--- src/rtl/bppr_pkg.sv ---
// ----------------------------------------------------------------------------
// bppr_pkg
// Shared constants, types and the sequencer microprogram for the ramp bank.
// ----------------------------------------------------------------------------
package bppr_pkg;

	localparam int NUM_CHANNELS = 9;
	localparam int CH_IDX_W     = (NUM_CHANNELS > 1) ? $clog2(NUM_CHANNELS) : 1;
	localparam int CHANNEL_W    = 4;
	localparam int MODE_W       = 2;
	localparam int POS_W        = 32;
	localparam int DT_W         = 24;
	localparam int FRAC_W       = 16;
	localparam int PROD_W       = POS_W + DT_W + 1;
	localparam int QUOT_W       = PROD_W - FRAC_W;
	localparam int SUM_W        = POS_W + 2;

	localparam int CFG_IDX_W    = 1;
	localparam int CFG_DATA_W   = NUM_CHANNELS;

	localparam logic [CFG_IDX_W-1:0] REG_LIMIT_MASK = 1'd0;
	localparam logic [CFG_IDX_W-1:0] REG_ANIM_EN    = 1'd1;

	localparam logic signed [POS_W-1:0] POS_MAX = {1'b0, {(POS_W-1){1'b1}}};
	localparam logic signed [POS_W-1:0] POS_MIN = {1'b1, {(POS_W-1){1'b0}}};

	typedef enum logic [MODE_W-1:0] {
		MODE_TICK = 2'd0,
		MODE_SET  = 2'd1,
		MODE_LOAD = 2'd2
	} mode_t;

	typedef enum logic [1:0] {
		DP_NOP   = 2'd0,
		DP_MUL   = 2'd1,
		DP_SUM   = 2'd2,
		DP_CLAMP = 2'd3
	} dp_op_t;

	typedef enum logic [1:0] {
		J_NEXT     = 2'd0,
		J_HOME     = 2'd1,
		J_DISPATCH = 2'd2,
		J_LOOP     = 2'd3
	} jmp_t;

	// step addresses of the microprogram
	localparam int STEP_W = 3;
	localparam logic [STEP_W-1:0] STEP_IDLE = 3'd0;
	localparam logic [STEP_W-1:0] STEP_MUL  = 3'd1;
	localparam logic [STEP_W-1:0] STEP_SUM  = 3'd2;
	localparam logic [STEP_W-1:0] STEP_TWB  = 3'd3;
	localparam logic [STEP_W-1:0] STEP_SWB  = 3'd4;
	localparam logic [STEP_W-1:0] STEP_LWB  = 3'd5;

	typedef struct packed {
		logic   accept;
		dp_op_t op;
		logic   load;
		logic   emit;
		jmp_t   jmp;
	} cw_t;

	typedef struct packed {
		logic                cap;
		dp_op_t              op;
		logic                load;
		logic [CH_IDX_W-1:0] ch;
		logic                emit;
		logic                last;
	} ctrl_t;

	function automatic cw_t ucode(input logic [STEP_W-1:0] addr);
		cw_t w;
		w = '{accept: 1'b0, op: DP_NOP, load: 1'b0, emit: 1'b0, jmp: J_HOME};
		unique case (addr)
			STEP_IDLE: begin
				w.accept = 1'b1;
				w.jmp    = J_DISPATCH;
			end
			STEP_MUL: begin
				w.op  = DP_MUL;
				w.jmp = J_NEXT;
			end
			STEP_SUM: begin
				w.op  = DP_SUM;
				w.jmp = J_NEXT;
			end
			STEP_TWB: begin
				w.op   = DP_CLAMP;
				w.emit = 1'b1;
				w.jmp  = J_LOOP;
			end
			STEP_SWB: begin
				w.op   = DP_CLAMP;
				w.emit = 1'b1;
			end
			STEP_LWB: begin
				w.load = 1'b1;
				w.emit = 1'b1;
			end
			default: begin
				w.jmp = J_HOME;
			end
		endcase
		return w;
	endfunction

endpackage

--- src/rtl/bppr_useq.sv ---
// ----------------------------------------------------------------------------
// bppr_useq
// Microcode sequencer: step counter, control ROM, channel counter, jumps.
// ----------------------------------------------------------------------------
module bppr_useq (
	input  logic                          clk,
	input  logic                          arst_n,
	input  logic                          cmd_valid,
	input  logic [bppr_pkg::MODE_W-1:0]    cmd_mode,
	input  logic [bppr_pkg::CHANNEL_W-1:0] cmd_channel,
	input  logic                          anim_en,
	input  logic                          out_free,
	output logic                          cmd_ready,
	output bppr_pkg::ctrl_t               ctrl
);
	import bppr_pkg::*;

	logic [STEP_W-1:0]   step_q;
	logic [STEP_W-1:0]   step_nxt;
	logic [CH_IDX_W-1:0] ch_q;
	logic [CH_IDX_W-1:0] ch_nxt;
	cw_t                 cw;
	logic                go;
	logic                accepted;
	logic                ch_last;
	logic                ch_ok;

	assign cw        = ucode(step_q);
	assign go        = !cw.emit || out_free;
	assign cmd_ready = cw.accept;
	assign accepted  = cw.accept && cmd_valid;
	assign ch_last   = (ch_q == CH_IDX_W'(NUM_CHANNELS - 1));
	assign ch_ok     = (cmd_channel < CHANNEL_W'(NUM_CHANNELS));

	always_comb begin
		step_nxt = step_q;
		ch_nxt   = ch_q;
		if (go) begin
			unique case (cw.jmp)
				J_NEXT: begin
					step_nxt = step_q + STEP_W'(1);
				end
				J_HOME: begin
					step_nxt = STEP_IDLE;
				end
				J_DISPATCH: begin
					if (accepted) begin
						ch_nxt = cmd_channel[CH_IDX_W-1:0];
						if (cmd_mode == MODE_TICK) begin
							ch_nxt = '0;
							if (anim_en) step_nxt = STEP_MUL;
						end else if (cmd_mode == MODE_SET && ch_ok) begin
							step_nxt = STEP_SWB;
						end else if (cmd_mode == MODE_LOAD && ch_ok) begin
							step_nxt = STEP_LWB;
						end
					end
				end
				J_LOOP: begin
					if (ch_last) begin
						step_nxt = STEP_IDLE;
					end else begin
						step_nxt = STEP_MUL;
						ch_nxt   = ch_q + CH_IDX_W'(1);
					end
				end
				default: begin
					step_nxt = STEP_IDLE;
				end
			endcase
		end
	end

	always_ff @(posedge clk or negedge arst_n) begin
		if (!arst_n) begin
			step_q <= STEP_IDLE;
			ch_q   <= '0;
		end else begin
			step_q <= step_nxt;
			ch_q   <= ch_nxt;
		end
	end

	always_comb begin
		ctrl.cap  = accepted;
		ctrl.op   = go ? cw.op : DP_NOP;
		ctrl.load = cw.load && go;
		ctrl.ch   = ch_q;
		ctrl.emit = cw.emit && go;
		ctrl.last = (cw.jmp != J_LOOP) || ch_last;
	end

	a_last_returns_home: assert property (@(posedge clk) disable iff (!arst_n)
		ctrl.emit && ctrl.last |=> step_q == STEP_IDLE)
		else $error("sequencer did not return to idle after final beat");

	a_stall_holds: assert property (@(posedge clk) disable iff (!arst_n)
		cw.emit && !out_free |=> $stable(step_q) && $stable(ch_q))
		else $error("sequencer advanced while result register was full");

	a_loop_advance: assert property (@(posedge clk) disable iff (!arst_n)
		ctrl.emit && cw.jmp == J_LOOP && !ch_last |=>
		step_q == STEP_MUL && ch_q == $past(ch_q) + CH_IDX_W'(1))
		else $error("tick loop did not move to next channel");

endmodule

--- config.mk ---
export PLATFORM = sky130hd
export DESIGN_NAME = bppr_useq
export DESIGN_NICKNAME = d
export VERILOG_FILES = /design/src/rtl/bppr_pkg.sv /design/src/rtl/bppr_useq.sv
export SDC_FILE = /design/constraint.sdc
export NUM_CORES = 1
export LEC_CHECK = 0
export BUFFER_PORTS_ARGS = -buffer_cell sky130_fd_sc_hd__buf_2
export CAP_MARGIN = 10
export CORE_AREA = 4 4 47 49
export DETAILED_ROUTE_END_ITERATION = 8
export DIE_AREA = 0 0 51 53
export PLACE_DENSITY_LB_ADDON = 0.25
export SYNTH_ARGS = -nofsm -noshare
export SYNTH_HDL_FRONTEND = slang
export SYNTH_SLANG_ARGS = --single-unit
--- constraint.sdc ---
create_clock -name clk -period 2.1 [get_ports clk]
set_input_delay 0.42 -clock clk [delete_from_list [all_inputs] [get_ports clk]]
set_output_delay 0.42 -clock clk [all_outputs]
set_load 0.01 [all_outputs]
==> results.md <==
- Worst endpoint required time: approximately 1700 ps
- Total Routing Usage GR: between 10% and 20%
- Clock sinks: 7
- Port bufs: 21
- CP Capture Type: output port
- Routed Antenna Nets: 0
- Most common cell in the synthesized netlist: o21ai_0
- Final slew viol count: 0
- Die area: roughly 2700 um2
- Comb pwr share: between 60% and 70%
- Clock skew: 2.74 ps
- I/O Pins: 22
- Total iterations of the first detailed-routing run: 4
- Max VDD drop: 0.000559 V
- Worst Hold Class: in -> reg
- H-tree depth: 1
- Crit path launch type: register
- Worst-Margin Slew: ~480 ps
- Mean area per synthesized cell: slightly above 8 um2
- Fillers: 197
- Via count: 692
- Worst-Skew Late Latency: 240 ps
- GR Util met2: about a fifth
- CP most frequent cell: ha_1
- CP bufs+invs: 2
- DRT iter0 DRCs: 7
- Core area: 1860 um2
- Placement Setup Slack: -9.40 ps
- Internal Power: between 600 and 700 uW
- Period minus WS final: 2010 ps
- Crit-path cells: ha_1 -> ha_1 -> buf_4 -> a21oi_2 -> a21oi_1 -> buf_2
- CTS tree: done
- Synth Register Bits: 7
- Layout cell share with drive strength beyond 1: between 30% and 40%
- NetSw: roughly 550 uW
- Dpl hpwl: around 1300 um
- Pwr Density: about 1300 nW/um2
- Share of the synthesized area in the top cell type: 25.4%
- Root buf cell: clkbuf_4
- Sw Share: 46.1%
- Final Wtd Congestion: around 0.75
- Post-synthesis cell count: 83
- Post-synth EDFFs: 0
- Worst reg2reg path startpoint: step_q[0]
- Met1 Usage GRT: around 16%
- Part of the cycle the worst path needs: between 90% and 100%
- Post-synthesis cell type count: 31
- First-pass GRT wire length: ~2600 um
- CP max FO: 3
- Gr busiest metal: met2
- Asr flop ratio synth: 100%
- Status: finished, final reports clean
- CP Launch Point: step_q[0]
- Diode count: 0
- Prevailing post-synth register cell: dfrtp_1
- FMAX: 0.499 GHz
- Total wire length: ~1600 um
- CP arrival: between 1500 and 2000 ps
- Endpoints failing setup: 0
- Clock power frac: under 10%
- HP Start: cmd_channel[0]
- WS Path Type: reg -> out
- Relative slew slack: 67.9%
- Synth warnings: 0
- Sequential share of power: a little over a fifth
- Clock buffer depth: 2
- CTS clk-pin slew, worst paths: about 50 ps
- Largest delay share family, worst path: adder cells
- Synthesized cell area: between 600 and 700 um2
- P_leak: between 0.4 and 0.5 nW
- Post-DP Area: 851 um2
- Hold Violations, Final: 0
- Final worst setup slack: about 95 ps
- Crit path max-delay cell type: dfrtp_1
- Crit path largest cell delay: 380 ps
- Sequential-to-total area share from yosys stat: between 20 and 30%
- Mapped Nets: 102
- Vias in the first global route: approximately 640
- Cell taking the most area after synthesis: dfrtp_1
- Avg WL per Cell: ~12 um
- Die Width: 51 um
- Pin count of the biggest net entering global routing: 12
- DRC viols: 0
- Die height: about 53 um
- Initial Utilization: 37.0%
- Max Cap Viol: 0
- GR Layer Usage met3: between 1.5 and 2%
- Final Cell Area: 935 um2
- Commonest cells in the netlist: o21ai_0, nand2_1, ha_1
- Num rows: 16
- GRT overflow: 0
- Layout area overhead: 35.6%
- Synth area leaders: dfrtp_1, ha_1, o21ai_0, nand2_1, a211o_1
- Fin nets: 133
- Initial antenna violation count: 0
- TritonCTS buffer count: 3
- Vias per Instance: between 4 and 5
state kept, by name (all words and copies together), names as in the netlist:
| name | flops |
|---|---|
| ch_q | 4 |
| step_q | 3 |
final timing paths:
path,depth (start not counted),endpoint,slack [ps]
setup / recovery,6,ctrl[7],90
hold / removal,3,ch_q[0],510
setup reg to reg,7,ch_q[3],130
hold reg to reg,1,ch_q[3],600
max in group asynchronous,2,step_q[2],1410
min in group asynchronous,2,ch_q[0],530
what timing repair did:
| item | in CTS | in global routing |
|---|---|---|
| pin swaps | 0 | 4 |
| setup buffers | 0 | 1 |
| hold endpoints to repair | 7 | 0 |
| hold buffers | 1 | 0 |
| resized for setup | 1 | 8 |
| setup endpoints to repair | 2 | 7 |
power groups by stage:
| stage | clock network, mW | registers (mW) | logic (mW) |
|---|---|---|---|
| detailed placement | 0 | 0.260 | 0.734 |
| finish | 0.116 | 0.260 | 0.825 |
| global placement | 0 | 0.256 | 0.722 |
| CTS | 0.123 | 0.258 | 0.742 |
| floorplan | 0 | 0.266 | 0.514 |
| global route | 0.131 | 0.270 | 0.923 |
kinds of logic after synthesis:
group           count (synthesis)  synth area share (%)
fa+ha+maj                       8                  14.5
flops                           7                  25.4
buf+inv                         9                  7.08
simple gates                   32                  26.9
compound gates                 27                  26.1
cells in the final DEF, fill, tap and decap left out, types with 2 or more instances in the layout:
master / instances
a211o_1: 2
a21oi_1: 3
a21oi_2: 2
buf_2: 21
buf_4: 8
clkbuf_4: 3
dfrtp_1: 7
ha_1: 6
ha_2: 2
inv_1: 5
nand2_1: 9
nand3_1: 3
nor2_1: 4
nor3_1: 3
nor3b_1: 2
o2111ai_1: 2
o21ai_0: 11
through the flow:
step	power [mW]	instances	setup TNS, ps	utilization (%)	hold WS, ps
3_3_place_gp	0.978	134	0	45.7	261
5_1_grt	1.32	140	-2.59	50.2	511
4_1_cts	1.12	139	0	47.7	510
3_5_place_dp	0.995	134	-11.7	45.7	259
6_report	1.20	140	0	50.2	513
2_1_floorplan	0.781	83	0	-	124
routing by layer:
layer / up-vias / share of wire, %
li1: 364 / -
met1: 311 / 49
met2: 15 / 47
met3: 2 / 3.6
met4: 0 / 0.92
met5: - / 0
worst reg2reg max path, delay by kind of cell (launching register included):
kind | cells | cell delay [ps]
AOI/OAI and AO/OA | 2 | 440
DFF | 1 | 380
adders and majority gates | 2 | 440
and+or+nand+nor | 3 | 590
layout make-up:
class                      instances  area, um2  area share, %
sequential                         7        175           18.7
inverter                           5       18.8           2.01
multi-input combinational         67        505           54.1
tap                               27       33.8           3.61
timing repair buffer              30        175           18.7
clock buffer                       4       26.3           2.81
No activity file was read; power rests on OpenSTA's default activity.
